**src/hdl/g711fc_pkg.sv**
```systemverilog
// Package for the G.711 / PCM16 format converter: format codes and sample conversion functions.
`timescale 1ns / 1ps

package g711fc_pkg;

  // Configuration register indexes.
  localparam logic REG_DIRECTION = 1'b0;
  localparam logic REG_FORMAT    = 1'b1;

  // Direction register values.
  localparam logic DIR_TO_S16   = 1'b0;
  localparam logic DIR_FROM_S16 = 1'b1;

  // Sample format register values.
  localparam logic [2:0] FMT_U8      = 3'd0;
  localparam logic [2:0] FMT_NATIVE  = 3'd1;
  localparam logic [2:0] FMT_SWAPPED = 3'd2;
  localparam logic [2:0] FMT_ALAW    = 3'd3;
  localparam logic [2:0] FMT_ULAW    = 3'd4;

  localparam logic [7:0]  ALAW_MASK_POS = 8'hD5;
  localparam logic [7:0]  ALAW_MASK_NEG = 8'h55;
  localparam logic [7:0]  ULAW_MASK_POS = 8'hFF;
  localparam logic [7:0]  ULAW_MASK_NEG = 8'h7F;
  localparam logic [7:0]  LAW_END_CODE  = 8'h7F;
  localparam logic [13:0] ULAW_CLIP     = 14'd8159;
  localparam logic [13:0] ULAW_BIAS14   = 14'd33;
  localparam logic [15:0] ULAW_BIAS16   = 16'h0084;

  typedef struct packed {
    logic        dir;
    logic [2:0]  fmt;
  } cfg_t;

  function automatic logic [15:0] swap16(input logic [15:0] s);
    return {s[7:0], s[15:8]};
  endfunction

  // A-law encode of the s16 sample taken as a 13-bit linear value.
  function automatic logic [7:0] alaw_encode(input logic [15:0] s);
    logic [7:0]  mask;
    logic [11:0] mag;
    logic [2:0]  seg;
    logic [3:0]  mant;
    mask = s[15] ? ALAW_MASK_NEG : ALAW_MASK_POS;
    // For negative samples the one's complement gives -(x>>3)-1.
    mag  = s[15] ? ~s[14:3] : s[14:3];
    if (mag[11])      seg = 3'd7;
    else if (mag[10]) seg = 3'd6;
    else if (mag[9])  seg = 3'd5;
    else if (mag[8])  seg = 3'd4;
    else if (mag[7])  seg = 3'd3;
    else if (mag[6])  seg = 3'd2;
    else if (mag[5])  seg = 3'd1;
    else              seg = 3'd0;
    if (seg < 3'd2) begin
      mant = mag[4:1];
    end else begin
      mant = 4'(mag >> seg);
    end
    return {1'b0, seg, mant} ^ mask;
  endfunction

  // Mu-law encode of the s16 sample taken as a 14-bit linear value.
  function automatic logic [7:0] ulaw_encode(input logic [15:0] s);
    logic [7:0]  mask;
    logic [16:0] neg;
    logic [14:0] mag;
    logic [13:0] biased;
    logic [2:0]  seg;
    logic [3:0]  mant;
    neg  = 17'h10000 - {1'b0, s} + 17'd3;
    mask = s[15] ? ULAW_MASK_NEG : ULAW_MASK_POS;
    mag  = s[15] ? neg[16:2] : {2'b00, s[15:3]} << 1 | {14'd0, s[2]};
    if (mag > {1'b0, ULAW_CLIP}) begin
      biased = ULAW_CLIP + ULAW_BIAS14;
    end else begin
      biased = mag[13:0] + ULAW_BIAS14;
    end
    if (biased[12])     seg = 3'd7;
    else if (biased[11]) seg = 3'd6;
    else if (biased[10]) seg = 3'd5;
    else if (biased[9])  seg = 3'd4;
    else if (biased[8])  seg = 3'd3;
    else if (biased[7])  seg = 3'd2;
    else if (biased[6])  seg = 3'd1;
    else                 seg = 3'd0;
    mant = 4'(biased >> ({1'b0, seg} + 4'd1));
    // The clip level plus bias lands just past the top segment.
    if (biased[13]) begin
      return LAW_END_CODE ^ mask;
    end
    return {1'b0, seg, mant} ^ mask;
  endfunction

  function automatic logic [15:0] alaw_decode(input logic [7:0] c);
    logic [7:0]  a;
    logic [2:0]  seg;
    logic [15:0] t;
    a   = c ^ ALAW_MASK_NEG;
    seg = a[6:4];
    if (seg == 3'd0) begin
      t = {8'd0, a[3:0], 4'h8};
    end else begin
      t = {7'd0, 1'b1, a[3:0], 4'h8};
      if (seg > 3'd1) begin
        t = t << (seg - 3'd1);
      end
    end
    return a[7] ? t : 16'(16'd0 - t);
  endfunction

  function automatic logic [15:0] ulaw_decode(input logic [7:0] c);
    logic [7:0]  u;
    logic [15:0] t;
    u = ~c;
    t = (16'({u[3:0], 3'b000}) + ULAW_BIAS16) << u[6:4];
    return u[7] ? 16'(ULAW_BIAS16 - t) : 16'(t - ULAW_BIAS16);
  endfunction

  // One sample through the configured conversion.
  function automatic logic [15:0] convert(input cfg_t cfg, input logic [15:0] s);
    logic [15:0] r;
    r = s;
    if (cfg.dir == DIR_TO_S16) begin
      case (cfg.fmt)
        FMT_U8:      r = {~s[7], s[6:0], 8'h00};
        FMT_SWAPPED: r = swap16(s);
        FMT_ALAW:    r = alaw_decode(s[7:0]);
        FMT_ULAW:    r = ulaw_decode(s[7:0]);
        default:     r = s;
      endcase
    end else begin
      case (cfg.fmt)
        FMT_U8:      r = {8'h00, ~s[15], s[14:8]};
        FMT_SWAPPED: r = swap16(s);
        FMT_ALAW:    r = {8'h00, alaw_encode(s)};
        FMT_ULAW:    r = {8'h00, ulaw_encode(s)};
        default:     r = s;
      endcase
    end
    return r;
  endfunction

endpackage

```
**src/hdl/g711_pcm16_format_converter_core.sv**
```systemverilog
// Top level of the G.711 / PCM16 sample format converter.
`timescale 1ns / 1ps

// Converts one audio sample per item between signed 16-bit PCM and a
// configured format: unsigned 8-bit, native 16-bit, byte-swapped 16-bit,
// G.711 A-law or G.711 mu-law. The direction register picks decoding into
// s16 (0) or encoding from s16 (1); sample_format picks the format.
// Input items arrive on the in_ stream channel and results leave on the
// out_ stream channel; tlast is carried along with its sample unchanged.
// Eight-bit codes sit in the low byte of tdata with the high byte zero.
// An accepted item is held in an input register, converted by a short
// combinational path, and lands in the output register, which drives
// out_tvalid and out_tdata. Both stages move together, so while the
// receiver keeps out_tready high one item is taken and one result given
// every cycle, as long as the sender keeps offering items.
// When the receiver stalls, the output register holds its result and the
// input register still takes one more item; ready toward the sender drops
// only once both stages are full. Reset clears both valid bits and sets
// both configuration registers to zero (u8 decoding). Configuration is
// written through cfg_we/cfg_index/cfg_wdata while the stream is idle.
module g711_pcm16_format_converter_core (
  input  logic        clk,
  input  logic        rst_n,
  // Input stream.
  input  logic        in_tvalid,
  output logic        in_tready,
  input  logic [15:0] in_tdata,   // [15:0] sample_in
  input  logic        in_tlast,   // last_in
  // Result stream.
  output logic        out_tvalid,
  input  logic        out_tready,
  output logic [15:0] out_tdata,  // [15:0] sample_out
  output logic        out_tlast,  // last_out
  // Configuration write port.
  input  logic        cfg_we,
  input  logic        cfg_index,
  input  logic [2:0]  cfg_wdata
);

  g711fc_pkg::cfg_t cfg_r;

  logic        in_valid_r;
  logic [15:0] in_sample_r;
  logic        in_last_r;

  logic        out_valid_r;
  logic [15:0] out_sample_r;
  logic        out_last_r;

  logic        out_free;
  logic        advance;
  logic [15:0] result_nxt;

  // The output register can load when it is empty or being drained.
  assign out_free  = !out_valid_r || out_tready;
  assign advance   = in_valid_r && out_free;
  assign in_tready = !in_valid_r || out_free;

  assign result_nxt = g711fc_pkg::convert(cfg_r, in_sample_r);

  always_ff @(posedge clk) begin
    if (!rst_n) begin
      cfg_r       <= '0;
      in_valid_r  <= 1'b0;
      out_valid_r <= 1'b0;
    end else begin
      if (cfg_we) begin
        case (cfg_index)
          g711fc_pkg::REG_DIRECTION: cfg_r.dir <= cfg_wdata[0];
          g711fc_pkg::REG_FORMAT:    cfg_r.fmt <= cfg_wdata;
          default:                   cfg_r     <= cfg_r;
        endcase
      end
      if (in_tready) begin
        in_valid_r <= in_tvalid;
      end
      if (out_free) begin
        out_valid_r <= in_valid_r;
      end
    end
  end

  // Payload registers need no reset.
  always_ff @(posedge clk) begin
    if (in_tvalid && in_tready) begin
      in_sample_r <= in_tdata;
      in_last_r   <= in_tlast;
    end
    if (advance) begin
      out_sample_r <= result_nxt;
      out_last_r   <= in_last_r;
    end
  end

  assign out_tvalid = out_valid_r;
  assign out_tdata  = out_sample_r;
  assign out_tlast  = out_last_r;

endmodule

```
**config.mk**
```make
export PLATFORM = sky130hd
export DESIGN_NAME = g711_pcm16_format_converter_core
export DESIGN_NICKNAME = d
export VERILOG_FILES = /design/src/hdl/g711fc_pkg.sv /design/src/hdl/g711_pcm16_format_converter_core.sv
export SDC_FILE = /design/constraint.sdc
export NUM_CORES = 1
export LEC_CHECK = 0
export BUFFER_PORTS_ARGS = -buffer_cell sky130_fd_sc_hd__buf_4
export CAP_MARGIN = 20
export CORE_UTILIZATION = 60
export DETAILED_ROUTE_END_ITERATION = 10
export MAX_ROUTING_LAYER = met4
export PLACE_DENSITY = 0.89
export SYNTH_ARGS = -nofsm -noshare
export SYNTH_HDL_FRONTEND = slang
export SYNTH_SLANG_ARGS = --single-unit
```
**constraint.sdc**
```tcl
create_clock -name clk -period 10.5 [get_ports clk]
set_input_delay 0 -clock clk [delete_from_list [all_inputs] [get_ports clk]]
set_output_delay 0 -clock clk [all_outputs]
set_load 0.1 [all_outputs]
```
### After elaboration in Yosys (flattened, before gate mapping)

Cells that the tools add are included.

| operators by class | value |
|---|---|
| bitwise gates (word level) | 10 |
| $lt $le $gt $ge | 3 |
| reduce and logical (&&, ||, !) cells | 10 |
| equality and inequality tests | 3 |
| mux-type cells | 42 |
| shift-type cells | 4 |
| add/subtract/negate cells | 9 |

Operators by type and width:

| operator | number |
|---|---|
| $pmux 16 s4 | 2 |
| $mux 16 | 7 |
| $mux 14 | 3 |
| $mux 3 | 12 |
| $mux 8 | 4 |
| $shl 9x3->16 | 2 |
| $add 17x2->17 const B | 1 |
| $sub 17x16->17 const A | 1 |
| $sub 1x16->16 const A | 1 |
| $sub 16x8->16 const B | 1 |
| $sub 8x16->16 const A | 1 |
| $xor 7x8->8 | 2 |
| $gt 15x13->1 const B | 1 |
| $mux 15 | 1 |
| $add 14x6->14 const B | 1 |
| $or 14x1->14 | 1 |
| $shr 14x4->4 | 1 |
| $mux 12 | 1 |
| $mux 4 | 3 |
| $not 12->12 | 1 |
| $shr 12x3->4 | 1 |
| $add 7x8->9 const B | 1 |
| $mux 2 | 4 |
| $not 8->8 | 1 |
| other kinds (15) | 27 |

| word-level totals | value |
|---|---|
| bits of input ports | 26 |
| word-level logic and storage cells | 89 |
| bits in registers | 40 |
| output and inout port bits | 19 |

### Logic depth before layout (Yosys ltp)

Gate-level depths: netlist (run 1).

| depth | value |
|---|---|
| depth after elaboration | 22 |
| mapped depth | 17 |

### Least setup slack after synthesis (run 1)

No wires, ideal clock.

| timing path | value |
|---|---|
| path kind | reg-to-reg |
| start point | register in_sample_r[15] |
| end point | register out_sample_r[2], in the netlist out_tdata[2] (data pin) |
| path slack | 6.290 ns |
| period minus slack after synthesis | 4.210 ns |
| buffers on the path | 4 |
| arrival time | 3.946 ns |
| cell stages (with the launch flop) | 17 |
| required time | 10.235 ns |
| library setup time | 0.265 ns |
| cell sequence | edfxtp_1 -> buf_4 -> clkbuf_1 -> clkbuf_1 -> clkbuf_1 -> nand2_1 -> o21ai_0 -> ha_1 -> inv_1 -> nor4_2 -> or2_2 -> a2bb2o_1 -> o31a_2 -> nor2_2 -> mux2_1 -> a31oi_1 -> o32ai_1 |

| on the way | value |
|---|---|
| word-level cells in the longest chain between the ends | 22 |

Ends and longest elaborated chain:

| what | RTL line | text |
|---|---|---|
| start, declared | g711_pcm16_format_converter_core.sv:43 | `logic [15:0] in_sample_r;` |
| start signal, assigned | g711_pcm16_format_converter_core.sv:86 | `in_sample_r <= in_tdata;` |
| $sub 17x16->17 | g711fc_pkg.sv:72 | `neg = 17'h10000 - {1'b0, s} + 17'd3;` |
| $add 17x2->17 | g711fc_pkg.sv:72 |  |
| $mux 15 | g711fc_pkg.sv:74 | `mag = s[15] ? neg[16:2] : {2'b00, s[15:3]} << 1 \| {14'd0, s[2]};` |
| $gt 15x13->1 | g711fc_pkg.sv:75 | `if (mag > {1'b0, ULAW_CLIP}) begin` |
| $mux 14 | g711fc_pkg.sv:75 |  |
| $mux 14 | g711fc_pkg.sv:134 | `case (cfg.fmt)` |
| $mux 14 | g711fc_pkg.sv:125 | `if (cfg.dir == DIR_TO_S16) begin` |
| $mux 1 | g711fc_pkg.sv:86 | `else if (biased[6]) seg = 3'd1;` |
| (+7 left out) | n/a |  |
| $mux 3 | g711fc_pkg.sv:125 |  |
| $add 3x1->4 | g711fc_pkg.sv:88 | `mant = 4'(biased >> ({1'b0, seg} + 4'd1));` |
| $shr 14x4->4 | g711fc_pkg.sv:88 |  |
| $xor 7x8->8 | g711fc_pkg.sv:93 | `return {1'b0, seg, mant} ^ mask;` |
| $mux 8 | g711fc_pkg.sv:93 |  |
| $pmux 16 s4 (*) | g711fc_pkg.sv:134 |  |
| $mux 16 (*) | g711fc_pkg.sv:125 |  |
| via result_nxt[2] | g711_pcm16_format_converter_core.sv:52 | `logic [15:0] result_nxt;` |
| end signal, assigned | g711_pcm16_format_converter_core.sv:90 | `out_sample_r <= result_nxt;` |
| end, declared | g711_pcm16_format_converter_core.sv:47 | `logic [15:0] out_sample_r;` |

Mark *: on every way through the listed nets, which the timed path passes. The rest lies on a longest branch. The select of a mux whose other input is x is not followed.
A chain may end at the register's enable or synchronous reset.

### Worst setup path in the final report (run 1)

| timing path | value |
|---|---|
| start point | register in_sample_r[4] |
| end point | register out_sample_r[0], in the netlist out_tdata[0] (data pin) |

| on the way | value |
|---|---|
| word-level cells in the longest chain between the ends | 22 |

Ends and longest elaborated chain:

| what | RTL line |
|---|---|
| $sub 17x16->17 | g711fc_pkg.sv:72 |
| $add 17x2->17 | g711fc_pkg.sv:72 |
| $mux 15 | g711fc_pkg.sv:74 |
| $add 14x6->14 or $gt 15x13->1 (tied branches) | g711fc_pkg.sv:78, g711fc_pkg.sv:75 |
| $mux 14 | g711fc_pkg.sv:75 |
| $mux 14 | g711fc_pkg.sv:134 |
| $mux 14 | g711fc_pkg.sv:125 |
| $mux 1 | g711fc_pkg.sv:86 |
| (+7 left out) | n/a |
| $mux 3 | g711fc_pkg.sv:125 |
| $add 3x1->4 | g711fc_pkg.sv:88 |
| $shr 14x4->4 | g711fc_pkg.sv:88 |
| $xor 7x8->8 | g711fc_pkg.sv:93 |
| $mux 8 | g711fc_pkg.sv:93 |
| $pmux 16 s4 | g711fc_pkg.sv:134 |
| $mux 16 (*) | g711fc_pkg.sv:125 |
| via result_nxt[0] | g711_pcm16_format_converter_core.sv:52 |

Marks and branches as above.

==> impl_metrics.yaml, run 1 <==
status:
  status: "finished clean"
floorplanning:
  initial_utilization: 0.620
  core_sq_mm: 0.00818
  die-area_sq_mm: 0.00882
  rows: 33
  die_h_um: 93.9
  io_pins: 45
  chipWidth_um: 93.9
routing:
  via_per_inst: 6.88
  drt-initial-drc-count: 632
  vias: 5443
  drt-total-wl_um: 15800
  drc: 0
  drtAntennaViolNets: 0
  first_pass_iters: 7
  routedWlPerCell_um: 19.9
synthesis:
  synthMuxAreaShare: 0.0551
  synth_seq_area_share: 0.225
  synthCells: 650
  synth_fp_nets: 689
  ys_async_sr_fraction: 0
  yosysWarnings: 0
  synth_top_family_by_area: "compound AO/OA/AOI/OAI gates"
  yosys.area_share.simple: 0.222
  synth_cell_types: 91
  synth_compound_area_frac: 0.332
  syn_area_sq_mm: 0.00507
  synth_ff_type: "edfxtp_1"
  synth_xor_area_frac: 0.0778
  synth_seq_cells: 40
  syn_avg_cell_area_sq_um: 7.79
  synth_adder_area_share: 0.0321
  synth_edf_count: 34
setup_path:
  crit_chain: "clkinv_1, ha_1, nor4bb_1, or3_1, a222oi_1, o211ai_1, xnor2_1, o31ai_1, nand2_1, o211a_1, a211oi_1, o211ai_1"
  critPathLaunch: "in_sample_r[4]$_DFFE_PP_"
  regToRegStartpoint: "in_sample_r[4]$_DFFE_PP_"
  crit_type: "register to register"
  cp.arrival_ns: 5.60
  cp_slowest_stage_delay_ns: 1.05
  crit_fanout: 33
  critPathCaptureType: "register"
  cpMostUsedCell: "o211ai_1"
  start_kind: "register"
  crit_slowest_cell: "edfxtp_1"
  required_ns: 10.53
timing:
  min_period_over_period: 0.531
  fmax_mhz: 179
  min_period_ns: 5.57
  finalHoldViolations: 0
  maxSlewViolCount: 0
  rsz0062_at_grt: "no"
  slew_headroom: 0.295
  setup_viol: 0
  tightest_slew_ns: 1.06
  finClkSkew_ns: 0.00398
  setup_tns_ns: 0
run:
  max_cap_viol_count: 0
final_layout:
  layout-drive-gt1-share: 0.133
  layout_commonest_cell: "nor2_1"
  final_cell_mix: "nor2_1, nand2_1, buf_4"
  stdcell_count: 791
  final.fill_count: 657
  diodes: 0
  regArea_sq_mm: 0.00114
  post-route-util: 0.697
  nets: 724
  multi_input_area_sq_mm: 0.00364
  final_cell_area_sq_mm: 0.00570
  area_growth_syn_to_layout_pct: 12.5
clock_tree:
  h-tree-depth: 2
  clkLatencyLatePin_ns: 0.29
  clkTransAtPathRegs_ns: 0.08
  numCtsBuffers: 5
  cts_tree: "yes"
  cts_buffer_depth: 2
  clock-root-buffer: "clkbuf_8"
  clkSinkCount: 40
place:
  port_buffers: 44
  dpl.hpwl_um: 11400
  dp.cells: 759
  placed_area_sq_mm: 0.00538
  gp_congestion: 0.999
pwr:
  totalPowerFinal_w: 0.000577
  vdd_ir_drop_max_mv: 0.0744
  powerDensity_mw_per_mm2: 101
  power.leakage_nw: 2.08
global_routing:
  grt_pass1_vias: 4871
  grt_max_degree: 42
  antenna_found_initial: 0
  grt_pass1_wl_um: 24700
  overflow: 0
  grtUsageTotal: 0.372
min_path:
  hp-start: "cfg_we"
  worst_hold_path_type: "input pin to register"
==> power by group <==
| part | total (W) | internal, W | switching [W] |
|---|---|---|---|
| Sequential | 0.000202 | 0.000184 | 0.0000182 |
| Combinational | 0.000275 | 0.0000994 | 0.000175 |
| Clock | 0.0000998 | 0.0000464 | 0.0000534 |
==> area by class of cell <==
| class | count | share of cell area |
|---|---|---|
| clock buffers | 6 | 0.0127 |
| repair buffers | 74 | 0.108 |
| inverters | 23 | 0.0151 |
| flip-flops and latches | 40 | 0.200 |
| well taps | 105 | 0.0230 |
| multi-input cells | 541 | 0.639 |
| clock inverters | 2 | 0.00219 |
==> per-stage QoR <==
| stage | setup WS, ns | hold WS [ns] |
|---|---|---|
| global route | 4.48 | 0.00843 |
| detailed placement | 5.14 | 0.179 |
| CTS | 5.10 | 0.0137 |
| floorplan | 6.29 | 0.0989 |
| finish | 4.93 | 0.0149 |
| global placement | 5.30 | 0.178 |
==> cells in the mapped netlist (13+ instances only) <==
library cell  instances  area (sq um)
xnor2_1              28           245
a21oi_1              41           205
ha_1                 13           163
nand3_1              14          70.1
nand2_1              50           188
a31oi_1              18           113
clkbuf_1             36           135
inv_1                19          71.3
edfxtp_1             34          1020
nor2b_1              19           119
nor3_1               15          75.1
nor2_1               55           206
xor2_1               17           149
o21ai_0              45           225
mux2i_1              13           130
a22oi_1              13          97.6
==> metal layers <==
| layer | vias up | GRT usage | routed length, um |
|---|---|---|---|
| met5 | - | - | 0 |
| met2 | 368 | 0.572 | 7120 |
| met3 | 32 | 0.0720 | 1780 |
| li1 | 2543 | - | - |
| met1 | 2500 | 0.503 | 6580 |
| met4 | 0 | 0.0936 | 307 |
==> worst max-delay path: cells and delay by family (launching register included) <==
| family | cells | cell delay (ns) |
|---|---|---|
| AO/OA/AOI/OAI | 6 | 2.15 |
| flip-flops | 1 | 1.05 |
| adder cells (fa/ha/maj) | 1 | 0.51 |
| AND/OR/NAND/NOR | 3 | 0.72 |
| buffers and inverters | 1 | 0.59 |
| XOR/XNOR | 1 | 0.27 |
==> final timing paths <==
check | to | slack, ns | cells past startpoint
max | out_tdata[0]$_DFFE_PP_ | 4.93 | 12
min | cfg_r[2]$_SDFFE_PN0P_ | 0.01 | 3
max reg2reg | out_tdata[0]$_DFFE_PP_ | 4.93 | 12
min reg2reg | out_tlast$_DFFE_PP_ | 0.44 | 0
==> flip-flops by register name, indices dropped and copies added (netlist names) <==
register	count
in_sample_r	16
out_tdata	16
cfg_r	4
in_last_r	1
in_valid_r	1
out_tlast	1
out_tvalid	1
==> what timing repair did <==
item	4_1_cts	5_1_grt
hold buffers	22	0
resized for setup	0	0
buffers inserted	0	0
endpoints found under the hold margin	23	0
endpoints found under the setup margin	0	0
==> cell families (layout without fill, tap and decap cells) <==
family	Yosys count	in the layout
xor+xnor	45	45
buf+inv	69	105
compound gates	240	240
fa+ha+maj	13	13
mux	24	24
simple gates	219	219
flops	40	40
Power figures use the tool's default switching activity.
==> run 2: changes to the inputs <==
- clock period: 10.5 -> 5.75 ns (I/O delays scaled with it)
==> run 2 against run 1 <==
Compared with the run above:
- the flow now finishes with violations (hold timing)
- first-iteration DRC count up 50%
- hold slack worse by 0.018 ns
- global-route usage up 1.4 points
- die area unchanged
- critical path depth unchanged
- clock skew about the same
- utilization up 0.21 points
- count of clock-buffer cells in the layout down 1
- via count up 3.1%
- register-to-register slack worse by 4.4 ns
- power up 92%
- critical path type unchanged
- critical endpoint unchanged
- highest routed layer unchanged
==> impl_metrics.yaml, run 2 (synthesized netlist as in run 1, its figures left out) <==
status:
  status: "finished with violations"
  violations: "hold timing"
timing:
  fmax_mhz: 193
  setup_tns_ns: 0
  finClkSkew_ns: 0.00418
  tightest_slew_ns: 1.14
  maxSlewViolCount: 0
  slew_headroom: 0.221
  min_period_ns: 5.19
  hold_slack_ns: -0.00360
  finalHoldViolations: 1
  setup_viol: 0
  rsz0062_at_grt: "no"
  min_period_over_period: 0.902
pwr:
  switchingPower_w: 0.000459
  seq_power_share: 0.334
  powerDensity_mw_per_mm2: 193
  power.leakage_nw: 2.08
  p_int_w: 0.000647
  swShare: 0.415
  pwr-share-clk: 0.210
  p_comb_frac: 0.456
  vdd_ir_drop_max_mv: 0.182
final_layout:
  post-route-util: 0.700
  layout_commonest_cell: "nor2_1"
  nets: 723
  final.fill_count: 668
  layout-drive-gt1-share: 0.137
  area_growth_syn_to_layout_pct: 12.9
  final_cell_mix: "nor2_1, buf_4, nand2_1"
setup_path:
  critPathCaptureType: "register"
  rrSetupSlack_ns: 0.56
  required_ns: 5.78
  crit_fanout: 19
  crit_type: "register to register"
  cp.arrival_ns: 5.22
  start_kind: "register"
floorplanning:
  initial_utilization: 0.620
  die_h_um: 93.9
  io_pins: 45
  die-area_sq_mm: 0.00882
  chipWidth_um: 93.9
  rows: 33
  core_sq_mm: 0.00818
clock_tree:
  postCtsSetupBuffers: 0
  clkSinkCount: 40
  h-tree-depth: 2
  cts_buffer_depth: 2
  clkLatencyLatePin_ns: 0.29
  clock-root-buffer: "clkbuf_8"
  cts_tree: "yes"
  clkTransAtPathRegs_ns: 0.08
  numCtsBuffers: 5
  post_cts_resized: 0
min_path:
  worst_hold_path_type: "input pin to register"
run:
  max_cap_viol_count: 0
global_routing:
  grt_pass1_vias: 5009
  grt_pass1_wl_um: 25800
  overflow: 0
  grtUsageTotal: 0.386
  antenna_found_initial: 1
  grt_max_degree: 41
routing:
  drt-total-wl_um: 16200
  drtAntennaViolNets: 0
  routedWlPerCell_um: 20.5
  vias: 5613
  first_pass_iters: 7
  via_per_inst: 7.10
  drc: 0
  drt-initial-drc-count: 949
place:
  gp_congestion: 1.06
  dpl.hpwl_um: 11700
  port_buffers: 44
==> run 2: changes by cell type in the layout (fill, tap and decap cells not counted), sizes merged <==
cell          previous run  this run
clkinv                   3         2
clkbuf                   6         5
dlygate4sd3             22        20
bufinv                   0         1
diode                    0         1
inv                     21        22
buf                     51        53
dlymetal6s2s             1         0
==> run 2: worst paths after layout <==
kind	start	endpoint	cells after the start
max	in_sample_r[5]$_DFFE_PP_	out_tdata[0]$_DFFE_PP_	12
min	cfg_wdata[2]	cfg_r[2]$_SDFFE_PN0P_	3
min reg2reg	in_last_r$_DFFE_PP_	out_tlast$_DFFE_PP_	0
max reg2reg	in_sample_r[5]$_DFFE_PP_	out_tdata[0]$_DFFE_PP_	12
==> run 2: cell type report <==
cell class	instances	area (sq um)	share of cell area
inverters	23	86.3	0.0151
well taps	105	131	0.0230
clock inverters	3	46.3	0.00809
repair buffers	73	598	0.105
flip-flops and latches	40	1140	0.200
multi-input cells	541	3640	0.637
diodes	1	2.50	0.000438
clock buffers	5	68.8	0.0120
==> run 2: layer usage <==
metal	up-vias	share of wire	global-route usage
met3	57	0.12	0.0477
met4	0	0.029	0.114
met2	429	0.45	0.603
met5	-	0	-
li1	2552	-	-
met1	2575	0.40	0.525
==> run 2: what timing repair did <==
item,CTS,global route
endpoints found under the setup margin,0,0
hold endpoints to repair,20,0
hold buffers,20,0
==> run 2: power groups by stage <==
stage | combinational, W | sequential [W] | clock, W
3_3_place_gp | 0.000467 | 0.000373 | 0
5_1_grt | 0.000540 | 0.000371 | 0.000243
4_1_cts | 0.000488 | 0.000367 | 0.000232
3_5_place_dp | 0.000475 | 0.000374 | 0
2_1_floorplan | 0.000327 | 0.000405 | 0
6_report | 0.000504 | 0.000370 | 0.000233
==> run 2: critical path: stages, from the launching register on <==
cell and delay [ns]:
edfxtp_1 0.73, clkinv_1 0.50, ha_1 0.46, nor4bb_1 0.21, or3_1 0.36, a222oi_1 0.80
o211ai_1 0.21, xnor2_1 0.27, o31ai_1 0.64, nand2_1 0.15, o211a_1 0.24, a211oi_1 0.24
o211ai_1 0.13
==> run 2: through the flow <==
step	power [W]	instances	setup WS (ns)	hold slack, ns	instance area (sq um)
after floorplan	0.000731	650	1.54	0.0989	5070
after global placement	0.000840	762	0.963	0.178	5400
after detailed placement	0.000849	762	0.761	0.179	5400
after CTS	0.00109	790	0.723	0.00348	5720
after global routing	0.00115	791	0.191	0.0203	5720
final	0.00111	791	0.562	-0.00360	5720
